==> config.mk <==
export PLATFORM = sky130hd
export DESIGN_NAME = ffba_engine_flat
export DESIGN_NICKNAME = d
export VERILOG_FILES = /design/src/ffba_pkg.sv /design/src/ffba_req_if.sv /design/src/ffba_engine.sv /design/src/flat_wrapper.sv
export SDC_FILE = /design/constraint.sdc
export NUM_CORES = 1
export LEC_CHECK = 0
export ABC_AREA = 1
export BUFFER_PORTS_ARGS = -buffer_cell sky130_fd_sc_hd__clkbuf_2
export CAP_MARGIN = 20
export CORE_UTILIZATION = 60
export DETAILED_ROUTE_END_ITERATION = 6
export GPL_TIMING_DRIVEN = 0
export PLACE_DENSITY_LB_ADDON = 0.3
export SKIP_CTS_REPAIR_TIMING = 1
export SLEW_MARGIN = 10
export SYNTH_ARGS = -nofsm -noshare
export SYNTH_HDL_FRONTEND = slang
export SYNTH_SLANG_ARGS = --single-unit
==> constraint.sdc <==
create_clock -name clk_i -period 4.25 [get_ports clk_i]
set_input_delay 0.425 -clock clk_i [delete_from_list [all_inputs] [get_ports clk_i]]
set_output_delay 0.425 -clock clk_i [all_outputs]
set_load 0.02 [all_outputs]
==> src/ffba_pkg.sv <==
// Package with the shared types, constants and codes of the first-fit block allocator.
`timescale 1ns / 1ps

package ffba_pkg;

  localparam int unsigned HeapWords = 1024;
  localparam int unsigned AddrW     = $clog2(HeapWords);
  localparam int unsigned DataW     = 16;
  localparam int unsigned CmdW      = 2;
  localparam int unsigned ReqW      = 12;
  localparam int unsigned PtrW      = 10;
  localparam int unsigned CfgW      = 12;
  localparam int unsigned WideW     = 17;
  localparam int unsigned LenW      = ReqW + 1;
  localparam int unsigned MaxSteps  = 4 * HeapWords;
  localparam int unsigned StepCntW  = $clog2(MaxSteps + 1);

  localparam int unsigned HeaderOverhead = 12;
  localparam logic [DataW-1:0] SentinelHdr    = DataW'(5);
  localparam logic [CfgW-1:0]  HeapBytesReset = CfgW'(4080);
  localparam logic [WideW-1:0] CapBytes       = WideW'(((HeapWords * 4) / 8) * 8);

  typedef enum logic [CmdW-1:0] {
    CMD_ALLOC    = 2'd0,
    CMD_FREE     = 2'd1,
    CMD_COALESCE = 2'd2
  } cmd_e;

  typedef enum logic [2:0] {
    ST_FORMAT,
    ST_IDLE,
    ST_AL_DATA,
    ST_AL_SPLIT,
    ST_FR_DATA,
    ST_CO_HEAD,
    ST_CO_NEXT,
    ST_CO_DATA
  } state_e;

  typedef struct packed {
    logic             reformat;
    logic [AddrW-1:0] last_word;
    logic [DataW-1:0] free_bytes;
  } geom_t;

  typedef struct packed {
    logic             we;
    logic [AddrW-1:0] waddr;
    logic [DataW-1:0] wdata;
    logic [AddrW-1:0] raddr;
  } mem_req_t;

  typedef struct packed {
    logic            granted;
    logic [PtrW-1:0] payload_address;
  } result_t;

endpackage

==> src/ffba_req_if.sv <==
// Interface of the command channel of the allocator.
`timescale 1ns / 1ps

interface ffba_req_if;
  logic                           valid;
  logic                           ready;
  logic [ffba_pkg::CmdW-1:0]      cmd;
  logic [ffba_pkg::ReqW-1:0]      request_bytes;
  logic [ffba_pkg::PtrW-1:0]      block_address;

  modport source (output valid, output cmd, output request_bytes, output block_address,
                  input ready);
  modport sink (input valid, input cmd, input request_bytes, input block_address,
                output ready);
endinterface

==> src/ffba_engine.sv <==
// Sequencer that formats the header store, walks it for allocate and coalesce, and marks a header free.
`timescale 1ns / 1ps

module ffba_engine (
  input  logic                          clk_i,
  input  logic                          rst_ni,
  input  ffba_pkg::geom_t               geom_i,
  ffba_req_if.sink                      req_i,
  output ffba_pkg::mem_req_t            mem_o,
  input  logic [ffba_pkg::DataW-1:0]    rdata_i,
  output logic                          res_valid_o,
  output ffba_pkg::result_t             res_o,
  input  logic                          res_ready_i
);

  ffba_pkg::state_e                  state_q, state_d;
  logic [ffba_pkg::AddrW-1:0]        w_q, w_d;
  logic [ffba_pkg::AddrW-1:0]        n_q, n_d;
  logic [ffba_pkg::DataW-1:0]        hw_q, hw_d;
  logic [ffba_pkg::LenW-1:0]         len_q, len_d;
  logic [ffba_pkg::DataW-1:0]        rest_q, rest_d;
  logic [ffba_pkg::WideW-1:0]        split_q, split_d;
  logic [ffba_pkg::StepCntW-1:0]     steps_q, steps_d;
  logic [ffba_pkg::AddrW-1:0]        clr_q, clr_d;
  logic                              res_valid_q, res_valid_d;
  ffba_pkg::result_t                 res_q, res_d;

  logic [ffba_pkg::LenW-1:0]         len_sum;
  logic [ffba_pkg::LenW-1:0]         req_len;
  logic [ffba_pkg::WideW-1:0]        al_next;
  logic [ffba_pkg::WideW-1:0]        co_next;
  logic [ffba_pkg::WideW-1:0]        free_addr;
  logic                              al_fit;
  logic [ffba_pkg::DataW-1:0]        merged;

  assign len_sum   = ffba_pkg::LenW'(req_i.request_bytes) + ffba_pkg::LenW'(11);
  assign req_len   = {len_sum[ffba_pkg::LenW-1:3], 3'b000};
  assign al_fit    = !rdata_i[0] && (rdata_i >= ffba_pkg::DataW'(len_q));
  assign al_next   = ffba_pkg::WideW'(w_q) + ffba_pkg::WideW'(rdata_i[ffba_pkg::DataW-1:2]);
  assign co_next   = ffba_pkg::WideW'(w_q) + ffba_pkg::WideW'(hw_q[ffba_pkg::DataW-1:2]);
  assign free_addr = ffba_pkg::WideW'(req_i.block_address);
  assign merged    = hw_q + rdata_i;

  assign req_i.ready = (state_q == ffba_pkg::ST_IDLE) && !res_valid_q;
  assign res_valid_o = res_valid_q;
  assign res_o       = res_q;

  always_ff @(posedge clk_i or negedge rst_ni) begin
    if (!rst_ni) begin
      state_q     <= ffba_pkg::ST_FORMAT;
      clr_q       <= '0;
      steps_q     <= '0;
      res_valid_q <= 1'b0;
    end else begin
      state_q     <= state_d;
      clr_q       <= clr_d;
      steps_q     <= steps_d;
      res_valid_q <= res_valid_d;
    end
  end

  always_ff @(posedge clk_i) begin
    w_q     <= w_d;
    n_q     <= n_d;
    hw_q    <= hw_d;
    len_q   <= len_d;
    rest_q  <= rest_d;
    split_q <= split_d;
    res_q   <= res_d;
  end

  always_comb begin
    state_d     = state_q;
    w_d         = w_q;
    n_d         = n_q;
    hw_d        = hw_q;
    len_d       = len_q;
    rest_d      = rest_q;
    split_d     = split_q;
    steps_d     = steps_q;
    clr_d       = clr_q;
    res_valid_d = res_valid_q;
    res_d       = res_q;
    mem_o       = '0;

    if (res_valid_q && res_ready_i) begin
      res_valid_d = 1'b0;
    end

    case (state_q)
      ffba_pkg::ST_FORMAT: begin
        mem_o.we    = 1'b1;
        mem_o.waddr = clr_q;
        if (clr_q == ffba_pkg::AddrW'(1)) begin
          mem_o.wdata = geom_i.free_bytes;
        end else if (clr_q == geom_i.last_word) begin
          mem_o.wdata = ffba_pkg::SentinelHdr;
        end else begin
          mem_o.wdata = '0;
        end
        if (clr_q == ffba_pkg::AddrW'(ffba_pkg::HeapWords - 1)) begin
          state_d = ffba_pkg::ST_IDLE;
        end else begin
          clr_d = clr_q + ffba_pkg::AddrW'(1);
        end
      end
      ffba_pkg::ST_IDLE: begin
        if (req_i.valid && !res_valid_q) begin
          case (req_i.cmd)
            ffba_pkg::CMD_ALLOC: begin
              len_d = req_len;
              w_d   = ffba_pkg::AddrW'(1);
              if (ffba_pkg::WideW'(req_len) > ffba_pkg::WideW'(geom_i.free_bytes)) begin
                res_valid_d = 1'b1;
                res_d       = '0;
              end else begin
                mem_o.raddr = ffba_pkg::AddrW'(1);
                state_d     = ffba_pkg::ST_AL_DATA;
              end
            end
            ffba_pkg::CMD_FREE: begin
              if (free_addr != '0 && free_addr <= ffba_pkg::WideW'(ffba_pkg::HeapWords)) begin
                n_d         = ffba_pkg::AddrW'(free_addr - ffba_pkg::WideW'(1));
                mem_o.raddr = ffba_pkg::AddrW'(free_addr - ffba_pkg::WideW'(1));
                state_d     = ffba_pkg::ST_FR_DATA;
              end else begin
                res_valid_d         = 1'b1;
                res_d.granted         = 1'b1;
                res_d.payload_address = '0;
              end
            end
            ffba_pkg::CMD_COALESCE: begin
              w_d         = ffba_pkg::AddrW'(1);
              steps_d     = '0;
              mem_o.raddr = ffba_pkg::AddrW'(1);
              state_d     = ffba_pkg::ST_CO_HEAD;
            end
            default: begin
              res_valid_d = 1'b1;
              res_d       = '0;
            end
          endcase
        end
      end
      ffba_pkg::ST_AL_DATA: begin
        if (al_fit) begin
          mem_o.we    = 1'b1;
          mem_o.waddr = w_q;
          mem_o.wdata = ffba_pkg::DataW'(len_q) + ffba_pkg::DataW'(1);
          rest_d      = rdata_i - ffba_pkg::DataW'(len_q);
          split_d     = ffba_pkg::WideW'(w_q) + ffba_pkg::WideW'(len_q[ffba_pkg::LenW-1:2]);
          state_d     = ffba_pkg::ST_AL_SPLIT;
        end else if (rdata_i[ffba_pkg::DataW-1:2] == '0 ||
                     al_next >= ffba_pkg::WideW'(geom_i.last_word)) begin
          res_valid_d = 1'b1;
          res_d       = '0;
          state_d     = ffba_pkg::ST_IDLE;
        end else begin
          w_d         = ffba_pkg::AddrW'(al_next);
          mem_o.raddr = ffba_pkg::AddrW'(al_next);
        end
      end
      ffba_pkg::ST_AL_SPLIT: begin
        if (rest_q != '0 && split_q < ffba_pkg::WideW'(ffba_pkg::HeapWords)) begin
          mem_o.we    = 1'b1;
          mem_o.waddr = ffba_pkg::AddrW'(split_q);
          mem_o.wdata = rest_q;
        end
        res_valid_d           = 1'b1;
        res_d.granted         = 1'b1;
        res_d.payload_address = ffba_pkg::PtrW'(ffba_pkg::WideW'(w_q) + ffba_pkg::WideW'(1));
        state_d               = ffba_pkg::ST_IDLE;
      end
      ffba_pkg::ST_FR_DATA: begin
        if (rdata_i[0]) begin
          mem_o.we    = 1'b1;
          mem_o.waddr = n_q;
          mem_o.wdata = rdata_i - ffba_pkg::DataW'(1);
        end
        res_valid_d           = 1'b1;
        res_d.granted         = 1'b1;
        res_d.payload_address = '0;
        state_d               = ffba_pkg::ST_IDLE;
      end
      ffba_pkg::ST_CO_HEAD: begin
        hw_d    = rdata_i;
        state_d = ffba_pkg::ST_CO_NEXT;
      end
      ffba_pkg::ST_CO_NEXT: begin
        if (hw_q[ffba_pkg::DataW-1:2] == '0 ||
            co_next >= ffba_pkg::WideW'(geom_i.last_word) ||
            steps_q >= ffba_pkg::StepCntW'(ffba_pkg::MaxSteps)) begin
          res_valid_d           = 1'b1;
          res_d.granted         = 1'b1;
          res_d.payload_address = '0;
          state_d               = ffba_pkg::ST_IDLE;
        end else begin
          n_d         = ffba_pkg::AddrW'(co_next);
          mem_o.raddr = ffba_pkg::AddrW'(co_next);
          state_d     = ffba_pkg::ST_CO_DATA;
        end
      end
      ffba_pkg::ST_CO_DATA: begin
        if (!hw_q[0] && !rdata_i[0]) begin
          mem_o.we    = 1'b1;
          mem_o.waddr = w_q;
          mem_o.wdata = merged;
          hw_d        = merged;
        end else begin
          w_d  = n_q;
          hw_d = rdata_i;
        end
        steps_d = steps_q + ffba_pkg::StepCntW'(1);
        state_d = ffba_pkg::ST_CO_NEXT;
      end
      default: begin
        state_d = ffba_pkg::ST_IDLE;
      end
    endcase

    if (geom_i.reformat) begin
      state_d = ffba_pkg::ST_FORMAT;
      clr_d   = '0;
    end
  end

endmodule

==> src/flat_wrapper.sv <==
// flat-port wrapper written by rule: the top's interface ports become plain ports
module ffba_engine_flat 
  (clk_i, rst_ni, geom_i, mem_o, rdata_i, res_valid_o, res_o, res_ready_i, req_i_valid, req_i_cmd, req_i_request_bytes, req_i_block_address, req_i_ready);
  ffba_req_if req_i_i ();
  input  logic clk_i;
  input  logic rst_ni;
  input  ffba_pkg::geom_t geom_i;
  output ffba_pkg::mem_req_t mem_o;
  input  logic [ffba_pkg::DataW-1:0] rdata_i;
  output logic res_valid_o;
  output ffba_pkg::result_t res_o;
  input  logic res_ready_i;
  input wire logic [$bits(req_i_i.valid)-1:0] req_i_valid;
  input wire logic [$bits(req_i_i.cmd)-1:0] req_i_cmd;
  input wire logic [$bits(req_i_i.request_bytes)-1:0] req_i_request_bytes;
  input wire logic [$bits(req_i_i.block_address)-1:0] req_i_block_address;
  output wire logic [$bits(req_i_i.ready)-1:0] req_i_ready;
  assign req_i_i.valid = req_i_valid;
  assign req_i_i.cmd = req_i_cmd;
  assign req_i_i.request_bytes = req_i_request_bytes;
  assign req_i_i.block_address = req_i_block_address;
  assign req_i_ready = req_i_i.ready;
  ffba_engine u_core (.clk_i(clk_i), .rst_ni(rst_ni), .geom_i(geom_i), .req_i(req_i_i), .mem_o(mem_o), .rdata_i(rdata_i), .res_valid_o(res_valid_o), .res_o(res_o), .res_ready_i(res_ready_i));
endmodule
== Word level (Yosys, flattened, before mapping) ==
Cells that the tools add are included.

* Output and inout bits: 50
* Logic and storage cells: 161
* Flip-flop bits (word level): 117

* Add/sub/neg operators: 12
* Equality and inequality tests: 33
* Muxes and demuxes: 61
* Reductions and logical operators: 36
* Magnitude comparators: 7

{| class="wikitable"
|+ Operators by type and width
! operator !! number
|-
| $mux 10 || 17
|-
| $pmux 27 s5 || 1
|-
| $mux 27 || 4
|-
| $pmux 10 s3 || 3
|-
| $mux 11 || 6
|-
| $pmux 11 s5 || 1
|-
| $ge 17x10->1 || 2
|-
| $pmux 11 s3 || 1
|-
| $mux 16 || 2
|-
| $pmux 16 s2 || 1
|-
| $add 10x14->15 || 2
|-
| $logic_not 14->1 || 2
|-
| $mux 3 || 9
|-
| $mux 13 || 2
|-
| $pmux 13 s2 || 1
|-
| $ne 2x2->1 const B || 11
|-
| $add 10x1->10 const B || 2
|-
| $pmux 10 s2 || 1
|-
| $pmux 3 s6 || 1
|-
| $lt 17x11->1 const B || 1
|-
| $reduce_bool 17->1 || 1
|-
| $add 16x16->16 || 1
|-
| $ge 16x13->1 || 1
|-
| $gt 13x16->1 || 1
|-
| 42 further kinds || 75
|}

== Longest topological paths before layout ==
* Depth after elaboration: 7
* Gate-level depth with buffers: 27

== Worst setup path before layout ==
No wires, ideal clock.

* Kind: reg2reg
* Start: register u_core.w_q[0] in the netlist's numbering
* End: register u_core.w_q[0] in the netlist's numbering, enable pin
* Path slack: 558 ps
* Cell stages (with the launch flop): 25
* Data arrival time: 3,312 ps
* Data required time: 3,870 ps
* Cells stage by stage: edfxtp_1 -> ha_1 -> inv_1 -> fa_1 -> inv_1 -> nand3_1 -> nand3_1 -> nand2_1 -> nand2_1 -> nand2_1 -> nand2_1 -> xnor2_1 -> inv_1 -> ha_1 -> nand2_1 -> nor2_1 -> nand3_1 -> nor2_1 -> nor2_1 -> nand3_1 -> nand2_1 -> nand3_1 -> nor2_1 -> nand3_2 -> a21oi_1

* Longest elaborated chain between the ends: 5

{| class="wikitable"
|+ RTL lines
! item !! RTL line !! text
|-
| start, declared || ffba_engine.sv:17 || <nowiki>logic [ffba_pkg::AddrW-1:0] w_q, w_d;</nowiki>
|-
| start signal, assigned || ffba_engine.sv:63 || <nowiki>w_q <= w_d;</nowiki>
|-
| $add 10x14->15 || ffba_engine.sv:39 || <nowiki>assign al_next = ffba_pkg::WideW'(w_q) + ffba_pkg::WideW'(rdata_i[ffba_pkg::DataW-1:2]);</nowiki>
|-
| $ge 17x10->1 || ffba_engine.sv:154 || <nowiki>al_next >= ffba_pkg::WideW'(geom_i.last_word)) begin</nowiki>
|-
| $logic_or 1x1->1 || ffba_engine.sv:153 || <nowiki>end else if (rdata_i[ffba_pkg::DataW-1:2] == '0 ||</nowiki>
|-
| $ne 2x2->1 (no source line) || - ||
|-
| $reduce_and 6->1 (no source line) || - ||
|}

No other way between the ends.
A chain may end at the register's enable or synchronous reset.

==> key figures <==
Synthesis
  • Post-synthesis sequential area ratio: 0.3210
  • Syn_nets: 1553
  • Yosys warnings: 0
  • Synth cell types: 50
  • Post-synth EDFFs: 85
  • Largest area contributor in the netlist: edfxtp_1
  • Syn Inst Count: 1382
  • Synth top area cells: edfxtp_1 25%, nand2_1 12%, ha_1 12%
  • Commonest register cell after synthesis: edfxtp_1
  • Synthesis-stage register bit count: 112
  • Post-synth ARST share: 0.2411
  • Area fraction of the dominant cell type after synthesis: 0.2538
  • Synthesized area: 10060 um2
  • Syn Area/Cell: 7.276 um2

Finish
  • Nets: 1722
  • Most common cell after layout, fill and taps aside: nand2_1
  • Fillers: 1268
  • Footprint of the multi-input gates: 6324 um2
  • Register area: 3228 um2
  • # diodes: 0
  • Share of layout cells above drive strength 1: 0.1774
  • Most frequent cells in the layout: 314 x nand2_1, 221 x inv_1, 110 x clkbuf_2, 105 x nor2_1, 88 x a21oi_1
  • Layout overhead on the synthesized area: 19.66%

Pwr
  • Comb power frac: 0.163
  • Power Density: 209.5 nW/um2
  • Sequential Power Share: 0.469
  • Psw: 707.5 uW
  • Switching share of total power: 0.2806
  • Internal power: 1814 uW
  • Leakage power: 0.005774 uW
  • Tot Pwr: 2521 uW
  • Clock power share: 0.368
  • Maximum vdd drop: 0.2159 mV

Worst setup path
  • Crit path launch type: register
  • Reg2reg path depth: 25
  • Crit-path max FO: 8
  • Worst setup path startpoint: u_core.w_q[0]
  • Worst EP arrival: 4.03 ns
  • Setup crit end kind: output pin
  • R2R Path Start: u_core.w_q[0]
  • Worst Path Required: 3.83 ns
  • R2R Setup Slk: 0.06 ns
  • CP Capture Point: mem_o[5]
  • FF-to-FF End: u_core.w_q[4]
  • Crit Path Category: reg -> out

Die
  • Initial Util: 0.6240
  • Die X: 131.5 um
  • # IOs: 121
  • Vert. Die Dim: 131.5 um
  • Core box area: 16120 um2
  • # rows: 46
  • Die ar.: 17280 um2

Timing
  • RSZ-0062 raised after global routing: true
  • Worst slew pin tran: 1.142 ns
  • Max Slew Vio Count: 0
  • Skew final: 0.01017 ns
  • Period utilisation layout: 1.049
  • Slew HR: 0.2355
  • Fmax: 224.3 MHz
  • Setup ws final: -0.2074 ns
  • Fin. Hold Viols: 0
  • Minimum clock period: 4.457 ns
  • Final setup viols: 10

Drt
  • 1st-iter DRT viols: 1253
  • Routed vias/inst: 6.110
  • TritonRoute pass-1 iters: 7
  • ANT nets after route: 0
  • Via count: 10827
  • Drt drc: 23
  • Final wirelength: 34520 um
  • Average wire per standard cell: 19.48 um

Status
  • Violated checks: design-rule violations, negative setup slack
  • Status: complete, but fails checks

Global routing
  • Number of global-route vias before repair: 9347
  • Largest net degree at the start of global routing: 31
  • GR Overflow Total: 0
  • Global Route Usage Sum: 0.3763
  • Initial antenna violation count: 0
  • Global-route wire length before repair: 49890 um

Clock tree
  • Reg clk slew, reported paths: 0.08 ns
  • CTS Buf Count: 9
  • Clock sinks: 112
  • H-tree depth: 3
  • Worst skew pair latency: 0.37 ns
  • Clock root buffer: clkbuf_16
  • TritonCTS clock tree: built
  • Max clock buf depth: 2

Place
  • Gpl congestion: 0.9870
  • Port Buf Inserts: 120
  • Place WS: -0.5918 ns
  • Post-DP HPWL: 26060 um

Flow run
  • MaxCap Viol Count: 0

Hold path
  • Type of the worst min-delay path: in -> async
area by class of cell:
class | count | area share
repair buffers | 158 | 0.07799
clock inverters | 3 | 0.002080
inverters | 235 | 0.07424
multi-input cells | 1020 | 0.5255
plain buffers | 15 | 0.005095
clock buffers | 13 | 0.02433
flip-flops and latches | 112 | 0.2683
well taps | 216 | 0.02246
cell usage after synthesis (14+ instances only):
library cell  number
nor2_1           110
o22ai_1           14
xnor2_1           17
a21oi_1           93
edfxtp_1          85
nand4_1           18
o21ai_0           79
nor3_1            29
ha_1              95
inv_1            229
nand3_1           92
dfrtp_1           27
o211ai_1          19
o2111ai_1         14
nand2_1          323
xor2_1            39
metrics by stage:
| stage | utilization | setup TNS, ns | cell area (um2) | std cells | hold WS (ns) |
|---|---|---|---|---|---|
| floorplan | - | 0 | 10060 | 1382 | 0.1294 |
| global placement | 0.6780 | -15.09 | 10930 | 1718 | 0.5060 |
| detailed placement | 0.6780 | -17.78 | 10930 | 1718 | 0.5128 |
| CTS | 0.6977 | -22.04 | 11240 | 1734 | 0.1188 |
| global route | 0.7467 | -4.077 | 12030 | 1772 | 0.1491 |
| finish | 0.7467 | -1.721 | 12030 | 1772 | 0.09707 |
how the worst min path moves through the flow:
stage / startpoint / end / slack [ns] / cells after the start
2_1_floorplan: rst_ni / u_core.clr_q[0] / 0.13 / 0
3_5_place_dp: rst_ni / u_core.res_valid_o / 0.51 / 1
4_1_cts: rst_ni / u_core.res_valid_o / 0.12 / 1
5_1_grt: rst_ni / u_core.res_valid_o / 0.15 / 1
6_report: rst_ni / u_core.res_valid_o / 0.1 / 1
3_3_place_gp: rst_ni / u_core.res_valid_o / 0.51 / 1
kinds of logic (layout without fill, tap and decap cells):
logic type	Yosys count	in the layout	synth area share
AND/OR/NAND/NOR	609	609	0.2620
buffers and inverters	250	424	0.09382
adder cells (fa/ha/maj)	100	100	0.1282
XOR/XNOR	56	56	0.04877
AO/OA/AOI/OAI	255	255	0.1462
flip-flops	112	112	0.3210
sequential cells by signal, indices dropped and copies added, names as in the netlist:
name	flops
u_core.w_q	10
u_core.len_q	10
u_core.rest_q	16
u_core.state_q	3
u_core.res_valid_o	1
u_core.split_q	12
u_core.res_o	11
u_core.steps_q	13
u_core.n_q	10
u_core.clr_q	10
u_core.hw_q	16
worst max-delay path, stage by stage, from the launching register on:
cell      delay (ns)
edfxtp_1        0.44
buf_6           0.15
ha_4            0.13
inv_1           0.05
fa_2            0.36
inv_2           0.09
nand3_2         0.10
nand2_4         0.12
a21oi_2         0.08
xnor2_2         0.25
ha_1            0.30
nand2_2         0.07
nor2_1          0.05
nand2_1         0.06
nor2_1          0.05
nor2_1          0.14
nand3_2         0.13
nand2_2         0.11
nand3_2         0.08
nor2_4          0.20
nand2_4         0.11
inv_6           0.12
nand3_1         0.09
o211ai_1        0.18
buf_4           0.18
power by group through the flow:
stage | clock network, uW | registers (uW) | logic (uW)
finish | 928 | 1180 | 411
global route | 961 | 1180 | 448
detailed placement | 0 | 1210 | 371
floorplan | 0 | 1200 | 229
CTS | 915 | 1180 | 374
global placement | 0 | 1210 | 362
metal layers:
layer | global-route usage | vias to the layer above | part of all wire
met1 | 0.4943 | 4958 | 0.38
met3 | 0.08488 | 143 | 0.12
met2 | 0.5932 | 743 | 0.46
met4 | 0.1647 | 0 | 0.045
met5 | 0 | - | 0
li1 | - | 4983 | -
(Power assumes the default switching activity.)
